### src/rtl/core/mm4_pkg.sv
// Shared types and constants of the matrix multiplier.
// No dependencies.
`timescale 1ns / 1ps

package mm4_pkg;

	localparam int DATA_W = 32;
	localparam int FRAC_W = 16;
	localparam int PROD_W = 2 * DATA_W;
	localparam int IDX_W  = 2;

	localparam logic [DATA_W-1:0] Q_MAX = {1'b0, {(DATA_W-1){1'b1}}};
	localparam logic [DATA_W-1:0] Q_MIN = {1'b1, {(DATA_W-1){1'b0}}};

	typedef enum logic [2:0] {
		ST_LOAD  = 3'b001,
		ST_RUN   = 3'b010,
		ST_DRAIN = 3'b100
	} mm4_state_t;

	// travels alongside each read of the element stores
	typedef struct packed {
		logic             valid;
		logic             first;
		logic             last_k;
		logic [IDX_W-1:0] row;
		logic [IDX_W-1:0] col;
		logic             last_out;
	} mm4_tag_t;

endpackage

### src/rtl/core/matrix_multiply_4x4.sv
// Top level of the DIM x DIM Q16.16 matrix multiplier.
// Depends on mm4_pkg, mm4_store, mm4_ctrl and mm4_mac.
`timescale 1ns / 1ps
//
// channel   | handshake           | words
// ----------+---------------------+---------------------------------------
// in        | start high, busy low| a_value, b_value
// out       | strobe (one cycle)  | c_value, out_row, out_col, last_out
//
// A word pair is loaded whenever start is high and busy is low. Then the
// shared multiply-accumulate unit takes one memory read pair per cycle,
// DIM*DIM*DIM pairs, one result per DIM pairs; the last result passes the
// read, product, accumulator and output registers, and busy falls after it.
// Reset clears the sequencer and the pipeline valid bits, not the stores.
// Results cannot be stalled by the receiver.

module matrix_multiply_4x4 import mm4_pkg::*; #(
	parameter int DIM = 4
) (
	input  logic                     clk,
	input  logic                     arst_n,
	input  logic                     start,
	output logic                     busy,
	input  logic signed [DATA_W-1:0] a_value,
	input  logic signed [DATA_W-1:0] b_value,
	output logic                     strobe,
	output logic signed [DATA_W-1:0] c_value,
	output logic [IDX_W-1:0]         out_row,
	output logic [IDX_W-1:0]         out_col,
	output logic                     last_out
);

	localparam int CELLS = DIM * DIM;
	localparam int AW    = $clog2(CELLS);

	logic              wr_en, rd_en;
	logic [AW-1:0]     wr_addr, rd_addr_a, rd_addr_b;
	logic [DATA_W-1:0] a_rd, b_rd;
	mm4_tag_t          tag;
	logic              drain_done;

	assign drain_done = strobe && last_out;

	mm4_ctrl #(.DIM(DIM)) u_ctrl (
		.clk        (clk),
		.arst_n     (arst_n),
		.start      (start),
		.drain_done (drain_done),
		.busy       (busy),
		.wr_en      (wr_en),
		.wr_addr    (wr_addr),
		.rd_en      (rd_en),
		.rd_addr_a  (rd_addr_a),
		.rd_addr_b  (rd_addr_b),
		.tag        (tag)
	);

	mm4_store #(.DEPTH(CELLS)) u_left (
		.clk     (clk),
		.wr_en   (wr_en),
		.wr_addr (wr_addr),
		.wr_data (a_value),
		.rd_en   (rd_en),
		.rd_addr (rd_addr_a),
		.rd_data (a_rd)
	);

	mm4_store #(.DEPTH(CELLS)) u_right (
		.clk     (clk),
		.wr_en   (wr_en),
		.wr_addr (wr_addr),
		.wr_data (b_value),
		.rd_en   (rd_en),
		.rd_addr (rd_addr_b),
		.rd_data (b_rd)
	);

	mm4_mac #(.DIM(DIM)) u_mac (
		.clk      (clk),
		.arst_n   (arst_n),
		.tag      (tag),
		.a_rd     (a_rd),
		.b_rd     (b_rd),
		.strobe   (strobe),
		.c_value  (c_value),
		.out_row  (out_row),
		.out_col  (out_col),
		.last_out (last_out)
	);

endmodule

### src/rtl/core/mm4_store.sv
// Element store: one synchronous memory, one write port, one registered read port.
// Depends on mm4_pkg.
`timescale 1ns / 1ps

module mm4_store import mm4_pkg::*; #(
	parameter int DEPTH = 16,
	parameter int AW    = $clog2(DEPTH)
) (
	input  logic              clk,
	input  logic              wr_en,
	input  logic [AW-1:0]     wr_addr,
	input  logic [DATA_W-1:0] wr_data,
	input  logic              rd_en,
	input  logic [AW-1:0]     rd_addr,
	output logic [DATA_W-1:0] rd_data
);

	logic [DATA_W-1:0] mem_q [DEPTH];
	logic [DATA_W-1:0] rd_data_q;

	always_ff @(posedge clk) begin
		if (wr_en) begin
			mem_q[wr_addr] <= wr_data;
		end
		if (rd_en) begin
			rd_data_q <= mem_q[rd_addr];
		end
	end

	assign rd_data = rd_data_q;

endmodule

### src/rtl/core/mm4_ctrl.sv
// Sequencer: loads element pairs, then walks row, column and inner index.
// Depends on mm4_pkg.
`timescale 1ns / 1ps

module mm4_ctrl import mm4_pkg::*; #(
	parameter int DIM = 4,
	parameter int AW  = $clog2(DIM * DIM),
	parameter int RW  = $clog2(DIM)
) (
	input  logic          clk,
	input  logic          arst_n,
	input  logic          start,
	input  logic          drain_done,
	output logic          busy,
	output logic          wr_en,
	output logic [AW-1:0] wr_addr,
	output logic          rd_en,
	output logic [AW-1:0] rd_addr_a,
	output logic [AW-1:0] rd_addr_b,
	output mm4_tag_t      tag
);

	localparam logic [AW-1:0] CNT_LAST = AW'(DIM * DIM - 1);
	localparam logic [RW-1:0] IDX_LAST = RW'(DIM - 1);
	localparam logic [AW-1:0] DIM_A    = AW'(DIM);

	mm4_state_t    state_q;
	logic [AW-1:0] cnt_q;
	logic [RW-1:0] i_q, j_q, k_q;
	logic          k_end, j_end, i_end;

	assign k_end = (k_q == IDX_LAST);
	assign j_end = (j_q == IDX_LAST);
	assign i_end = (i_q == IDX_LAST);

	assign busy    = (state_q != ST_LOAD);
	assign wr_en   = start && (state_q == ST_LOAD);
	assign wr_addr = cnt_q;
	assign rd_en   = (state_q == ST_RUN);

	assign rd_addr_a = AW'(i_q) * DIM_A + AW'(k_q);
	assign rd_addr_b = AW'(k_q) * DIM_A + AW'(j_q);

	always_comb begin
		tag          = '0;
		tag.valid    = rd_en;
		tag.first    = (k_q == '0);
		tag.last_k   = k_end;
		tag.row      = IDX_W'(i_q);
		tag.col      = IDX_W'(j_q);
		tag.last_out = i_end && j_end;
	end

	always_ff @(posedge clk or negedge arst_n) begin
		if (!arst_n) begin
			state_q <= ST_LOAD;
			cnt_q   <= '0;
			i_q     <= '0;
			j_q     <= '0;
			k_q     <= '0;
		end else begin
			case (state_q)
				ST_LOAD: begin
					if (start) begin
						if (cnt_q == CNT_LAST) begin
							cnt_q   <= '0;
							i_q     <= '0;
							j_q     <= '0;
							k_q     <= '0;
							state_q <= ST_RUN;
						end else begin
							cnt_q <= cnt_q + AW'(1);
						end
					end
				end
				ST_RUN: begin
					if (k_end) begin
						k_q <= '0;
						if (j_end) begin
							j_q <= '0;
							if (i_end) begin
								state_q <= ST_DRAIN;
							end else begin
								i_q <= i_q + RW'(1);
							end
						end else begin
							j_q <= j_q + RW'(1);
						end
					end else begin
						k_q <= k_q + RW'(1);
					end
				end
				ST_DRAIN: begin
					if (drain_done) begin
						state_q <= ST_LOAD;
					end
				end
				default: begin
					state_q <= ST_LOAD;
				end
			endcase
		end
	end

endmodule

### src/rtl/core/mm4_mac.sv
// Shared multiply-accumulate unit with rounding and saturation to Q16.16.
// Depends on mm4_pkg.
`timescale 1ns / 1ps

module mm4_mac import mm4_pkg::*; #(
	parameter int DIM   = 4,
	parameter int ACC_W = PROD_W + $clog2(DIM)
) (
	input  logic                     clk,
	input  logic                     arst_n,
	input  mm4_tag_t                 tag,
	input  logic [DATA_W-1:0]        a_rd,
	input  logic [DATA_W-1:0]        b_rd,
	output logic                     strobe,
	output logic signed [DATA_W-1:0] c_value,
	output logic [IDX_W-1:0]         out_row,
	output logic [IDX_W-1:0]         out_col,
	output logic                     last_out
);

	localparam int HI_LSB = DATA_W + FRAC_W - 1;
	localparam logic [ACC_W-1:0] RND_HALF = ACC_W'(1) << (FRAC_W - 1);

	mm4_tag_t                  tag_s1, tag_s2, tag_s3;
	logic signed [PROD_W-1:0]  prod_s2;
	logic signed [ACC_W-1:0]   acc_q;
	logic [ACC_W-1:0]          rnd;
	logic [ACC_W-HI_LSB-1:0]   hi;
	logic [DATA_W-1:0]         sat;
	logic                      strobe_q, last_out_q;
	logic [DATA_W-1:0]         c_value_q;
	logic [IDX_W-1:0]          out_row_q, out_col_q;

	assign rnd = acc_q + RND_HALF;
	assign hi  = rnd[ACC_W-1:HI_LSB];

	always_comb begin
		if ((&hi) || !(|hi)) begin
			sat = rnd[HI_LSB:FRAC_W];
		end else if (rnd[ACC_W-1]) begin
			sat = Q_MIN;
		end else begin
			sat = Q_MAX;
		end
	end

	always_ff @(posedge clk or negedge arst_n) begin
		if (!arst_n) begin
			tag_s1   <= '0;
			tag_s2   <= '0;
			tag_s3   <= '0;
			strobe_q <= 1'b0;
		end else begin
			tag_s1   <= tag;
			tag_s2   <= tag_s1;
			tag_s3   <= tag_s2;
			strobe_q <= tag_s3.valid && tag_s3.last_k;
		end
	end

	always_ff @(posedge clk) begin
		prod_s2 <= $signed(a_rd) * $signed(b_rd);
		if (tag_s2.valid) begin
			acc_q <= tag_s2.first ? ACC_W'(prod_s2) : acc_q + ACC_W'(prod_s2);
		end
		if (tag_s3.valid && tag_s3.last_k) begin
			c_value_q  <= sat;
			out_row_q  <= tag_s3.row;
			out_col_q  <= tag_s3.col;
			last_out_q <= tag_s3.last_out;
		end
	end

	assign strobe   = strobe_q;
	assign c_value  = $signed(c_value_q);
	assign out_row  = out_row_q;
	assign out_col  = out_col_q;
	assign last_out = last_out_q;

endmodule

### config.mk
export PLATFORM = sky130hd
export DESIGN_NAME = matrix_multiply_4x4
export DESIGN_NICKNAME = d
export VERILOG_FILES = /design/src/rtl/core/mm4_pkg.sv /design/src/rtl/core/matrix_multiply_4x4.sv /design/src/rtl/core/mm4_store.sv /design/src/rtl/core/mm4_ctrl.sv /design/src/rtl/core/mm4_mac.sv
export SDC_FILE = /design/constraint.sdc
export NUM_CORES = 2
export LEC_CHECK = 0
export BUFFER_PORTS_ARGS = -buffer_cell sky130_fd_sc_hd__buf_2
export CORE_MARGIN = 5
export CORE_UTILIZATION = 60
export DETAILED_ROUTE_END_ITERATION = 10
export PLACE_DENSITY = 0.76
export SETUP_SLACK_MARGIN = 0.5
export SLEW_MARGIN = 20
export SYNTH_ARGS = -nofsm -noshare
export SYNTH_HDL_FRONTEND = slang
export SYNTH_SLANG_ARGS = --single-unit
### constraint.sdc
create_clock -name clk -period 10.8 [get_ports clk]
set_clock_uncertainty 0.05 [all_clocks]
set_input_delay 1.62 -clock clk [delete_from_list [all_inputs] [get_ports clk]]
set_output_delay 1.62 -clock clk [all_outputs]
set_load 0.1 [all_outputs]
# Word-level counts from Yosys, hierarchy flattened
# Memory sizes are Yosys's and may differ from the RTL's. A register that Yosys moved wholly into a read port is not among the register bits.
# Index checks and enable logic that the tools add are counted.
# classes
mul,1
n_mux,24
eq_ne,15
n_addsub,8
reduce_logical,15
# op_table
cell,n
$add 66x16->66 const B,1
$add 66x64->66,1
$mux 66,1
$mul 32x32->64,1
$mux 32,2
$reduce_and 19->1,1
$reduce_or 19->1,1
$mux 3,6
$mux 2,8
$pmux 2 s2,3
$reduce_and 6->1,2
$pmux 3 s3,1
$add 4x2->4,2
$ne 2x2->1 const B,4
$add 2x1->2 const B,3
$eq 2x2->1 const B,3
$ne 2x1->1 const B,3
$add 4x1->4 const B,1
$eq 4x4->1 const B,1
$logic_and 1x1->1,4
$mux 4,1
$reduce_and 4->1,1
$eq 3x1->1 const B,1
$eq 3x2->1 const B,1
9 further kinds,10
# totals
ff_bits,204
wordCells,94
inputBits,67
n_memories,2
output_inout_bits,39
ram_bits,1024
# mem_list
memory,depth,word_bits,rd,rd_ports_with_merged_regs,wr,line,source
u_left.mem_q,16,32,1,1,1,mm4_store.sv:18,logic [DATA_W-1:0] mem_q [DEPTH];
u_right.mem_q,16,32,1,1,1,mm4_store.sv:18,

# Logic depth before layout (Yosys ltp)
# depth
word_depth,5
ltp_mapped,30
mapped_depth_nobuf,28

# Hierarchy
# Synthesis repeated with hierarchy kept, for this count alone.
# unflattened
hier_cells,6761
hier_area_um2,88060.7
# by_module_without_submodules
mod,n_inst,cells_per_inst,seq_area_each_um2,area_per_inst_um2
mm4_mac,1,5010,4974.8,46951.3
mm4_store at u_right,1,838,16335.7,20174.3
mm4_store at u_left,1,838,16335.7,20155.6
mm4_ctrl,1,74,326.6,773.2
matrix_multiply_4x4,1,1,0.0,6.3

# Worst setup path before layout
# Ideal clock, no wire load.
# synth_timing
kind,reg-to-reg
from,"register u_left.rd_data_q[31], in the netlist u_left.rd_data[31] (read register of u_left.mem_q)"
to,register u_mac.prod_s2[62]
arrival_time_ns,7.586
setup_ns,0.127
required_time_ns,10.623
setup_slack_ns,3.037
path_buffers,2
path_stages_with_launch,27
synth_period_minus_slack_ns,7.763
path_cell_list,edfxtp_1 -> clkbuf_1 -> nand2_1 -> inv_1 -> fa_1 -> inv_1 -> fa_1 -> fa_1 -> inv_1 -> fa_1 -> inv_1 -> fa_1 -> inv_1 -> fa_1 -> fa_1 -> fa_1 -> ha_1 -> clkbuf_1 -> nand2_1 -> nor2_1 -> a211oi_1 -> inv_1 -> nor3_1 -> o221ai_1 -> a41oi_1 -> a41oi_1 -> xor2_1
# synth_between
elab_chain_len,1
# synth_lines
element,line,source
start: declaration,mm4_store.sv:19,logic [DATA_W-1:0] rd_data_q;
$mul 32x32->64,mm4_mac.sv:62,prod_s2 <= $signed(a_rd) * $signed(b_rd);
end signal: assignment,mm4_mac.sv:62,
end: declaration,mm4_mac.sv:25,logic signed [PROD_W-1:0] prod_s2;
# No other way between the ends.
# A chain may end at the register's enable or synchronous reset.

# Final worst setup path
# layout_timing
from,"register u_right.rd_data_q[6], in the netlist u_right.rd_data[6] (read register of u_right.mem_q)"
to,register u_mac.prod_s2[61]
# layout_between
elab_chain_len,1
# layout_lines
element,line
start: declaration,mm4_store.sv:19
$mul 32x32->64,mm4_mac.sv:62
# No other way between the ends.

==> flow_summary.yaml <==
run_status:
  outcome: "finished, final reports clean"
cts:
  cts_tree: "done"
  holdBufCountCts: 0
  worstSkewPairLatency_ps: 800
  cts_buffers: 131
  clkTransAtPathRegs_ps: 60
  cts_sinks: 1292
  clock_path_buffers: 3
  cts_setup_buffers: 0
  cts_root_buffer: "clkbuf_16"
  post_cts_resized: 0
  htreeDepth: 4
global_route:
  grt_pass1_vias: 57200
  antenna_found_initial: 23
  grtUsageTotal_pct: 29.2
  grt_pass1_wl_um: 343000
  grt_max_degree: 101
  grt.overflow.total: 0
logic_synthesis:
  synthXorXnorAreaFrac_pct: 1.50
  synth_cells: 6663
  yosys-mux-area-fraction_pct: 8.28
  synth_nets: 8071
  synthArstFlopShare_pct: 2.86
  ys_seq_elements: 1292
  synth_area_um2: 88500
  synthFlopType: "edfxtp_1"
  synth_fa_ha_area_share_pct: 28.1
  synthSimpleGateAreaFrac_pct: 8.97
  ys_warn_count: 0
  synth_compound_area_share_pct: 4.30
  synth_top_family_by_area: "adder cells"
  synth_edf_count: 1191
  synth-seq-area-share_pct: 42.9
  avgSynthCellArea_um2: 13.3
  netlist-cell-type-count: 87
drt:
  vias_per_cell: 6.15
  drtIter0Drc: 5405
  postRouteAntennaNets: 0
  drt-pass1-iter-count: 7
  post_drt_wl_per_cell_um: 25.6
  drt_wl_total_um: 223000
  route.detailed.drc: 0
  vias: 53600
floorplan:
  die_h_um: 394
  die-area_um2: 155000
  core-area_um2: 147000
  die_width_um: 394
  ios: 106
  num_rows: 141
  start_util_pct: 60.2
setup_path:
  arrival_ps: 9780
  cp-end-kind: "flip-flop"
  reg2reg_depth: 24
  timing.rr.start: "u_right.rd_data[6]"
  worst_ep_required_time_ps: 11410
  crit_type: "reg2reg"
  worstSetupStartpointType: "flip-flop"
  crit_end: "u_mac.prod_s2[61]"
  r2r_setup_slack_ps: 1630
  crit_family: "adder cells"
  crit_path_start: "u_right.rd_data[6]"
  cp_max_fo: 21
  critPathMostFrequentCell: "fa_1"
  crit_slowest_cell: "a2111oi_0"
  timing.critical_path.cells: "buf_4 -> and2_1 -> fa_1 -> fa_1 -> fa_1 -> inv_1 -> fa_1 -> inv_1 -> fa_1 -> inv_1 -> fa_1 -> inv_1 -> fa_1 -> fa_1 -> ha_1 -> nand2_1 -> o21ai_0 -> o211ai_1 -> a2111oi_0 -> nor3_1 -> o311a_1 -> o21ai_0 -> a211oi_1 -> xnor2_1"
  crit_path_max_incr_delay_ps: 940
  cp.depth: 24
  reg2reg_to: "u_mac.prod_s2[61]"
  timing.critical_path.buf_inv: 5
cells_and_area:
  regArea_um2: 38000
  syn_to_final_growth_pct: 7.96
  fin_area_um2: 95600
  fill_cells: 10400
  final_common_cell: "edfxtp_1"
  fin_nets: 8075
  final_cell_mix: "edfxtp_1 (1191), fa_1 (1083), inv_1 (1020), nand2_1 (657), and2_1 (526)"
  multi_input_area_um2: 45400
  drive_above_1_share_pct: 11.8
sta:
  finalHoldViolCount: 0
  timing.final.ws_setup_ps: 1630
  fin_crit_ps: 9170
  setup_viol: 0
  timing.hold.ws_ps: 295
  worstMarginPinSlew_ps: 1050
  drv_slew: 0
  setup_tns_ps: 0
  fmax_ghz: 0.109
  timing.slew.headroom_pct: 28.1
  final.period_utilization_pct: 84.9
  rsz0062_at_grt: "false"
power_and_ir_drop:
  internal_power_mw: 10.0
  p_sw_mw: 4.20
  powerDensity_nw_per_um2: 149
  p_clk_share_pct: 33.1
  power_leakage_nw: 38.1
  pwr-share-comb_pct: 23.1
  power_frac_seq_pct: 43.7
  vdd_drop_max_v: 0.000231
  netSwitchingFraction_pct: 29.5
placement:
  place.gp.congestion: 0.918
  dp_hpwl_um: 151000
  dpl_worst_slack_ps: 1820
  numPortBuffers: 105
  placed_area_um2: 91000
run:
  maxCapViolCount: 0
hold_path:
  hold_path.class: "reg2reg"
power by group through the flow:
stage	logic (mW)	registers [mW]	clock network [mW]
2_1_floorplan	2.38	6.18	0
3_3_place_gp	3.18	6.28	0
3_5_place_dp	3.23	6.31	0
4_1_cts	3.28	6.23	4.78
5_1_grt	3.56	6.25	5.01
6_report	3.29	6.23	4.71
cells by family (layout without fill, tap and decap cells):
group | count (synthesis) | in the layout
and+or+nand+nor | 1579 | 1579
buffers and inverters | 1372 | 1483
adders and majority gates | 1341 | 1341
DFF | 1292 | 1292
AOI/OAI and AO/OA | 596 | 596
muxes | 331 | 331
xor gates and xnor gates | 152 | 152
other | 0 | 17
through the flow:
step	power (mW)	utilization (%)	std cells
after CTS	14.3	64.9	8701
after global routing	14.8	64.9	8708
after detailed placement	9.55	61.8	8461
after floorplan	8.56	-	6663
after global placement	9.46	61.8	8461
final	14.2	64.9	8721
sequential cells by signal, summed over array words and instances, names as in the netlist:
signal	flops
u_mac.last_out	1
u_ctrl.wr_addr	4
u_mac.out_row	2
u_mac.strobe	1
u_left.rd_data	32
u_ctrl.state_q	3
u_mac.tag_s2	8
u_ctrl.j_q	2
u_ctrl.k_q	2
u_ctrl.i_q	2
u_right.rd_data	32
u_left.mem_q	512
u_mac.tag_s3	7
u_mac.acc_q	66
u_mac.tag_s1	8
u_mac.prod_s2	64
u_mac.out_col	2
u_right.mem_q	512
u_mac.c_value	32
area by class of cell:
type	count	share of cell area, %
clock inverter	77	1.02
tap	1930	2.53
clock buffer	163	3.65
antenna	17	0.0445
sequential	1292	39.8
multi-input combinational	3999	47.5
timing repair buffer	221	1.50
inverter	1022	4.01
metal layers:
| metal | up-vias | global-route usage (%) | routed length (µm) |
|---|---|---|---|
| met5 | - | 0 | 65 |
| met4 | 10 | 12.3 | 10600 |
| met3 | 612 | 5.71 | 18800 |
| met2 | 2734 | 49.4 | 112000 |
| met1 | 27900 | 37.2 | 81100 |
| li1 | 22400 | - | - |
Yosys cell counts, types with 28 or more instances:
| library cell | number | area (µm²) |
|---|---|---|
| and3_1 | 28 | 175 |
| dfrtp_1 | 36 | 901 |
| ha_1 | 258 | 3230 |
| dfxtp_1 | 64 | 1280 |
| edfxtp_1 | 1191 | 35800 |
| nand2_1 | 657 | 2470 |
| fa_1 | 1083 | 21700 |
| o21ai_0 | 136 | 681 |
| xnor2_1 | 84 | 736 |
| xor2_1 | 68 | 596 |
| mux4_2 | 320 | 7210 |
| a21o_1 | 74 | 556 |
| a21oi_1 | 182 | 911 |
| and2_1 | 539 | 3370 |
| nor2_1 | 127 | 477 |
| o21bai_1 | 30 | 225 |
| inv_1 | 1020 | 3830 |
| clkbuf_1 | 306 | 1150 |
| nand3_1 | 46 | 230 |
| nand4_1 | 53 | 332 |
how the worst min path moves through the flow:
| stage | from | endpoint | slack [ps] | cells past startpoint |
|---|---|---|---|---|
| 2_1_floorplan | u_mac.tag_s1[0] | u_mac.tag_s2[0] | 280 | 0 |
| 3_3_place_gp | u_mac.tag_s1[5] | u_mac.tag_s2[5] | 280 | 0 |
| 3_5_place_dp | u_mac.tag_s2[3] | u_mac.tag_s3[3] | 280 | 0 |
| 4_1_cts | u_mac.tag_s1[1] | u_mac.tag_s2[1] | 290 | 0 |
| 5_1_grt | u_mac.tag_s2[3] | u_mac.tag_s3[3] | 310 | 0 |
| 6_report | u_mac.tag_s1[1] | u_mac.tag_s2[1] | 300 | 0 |
Power figures use the tool's default switching activity.
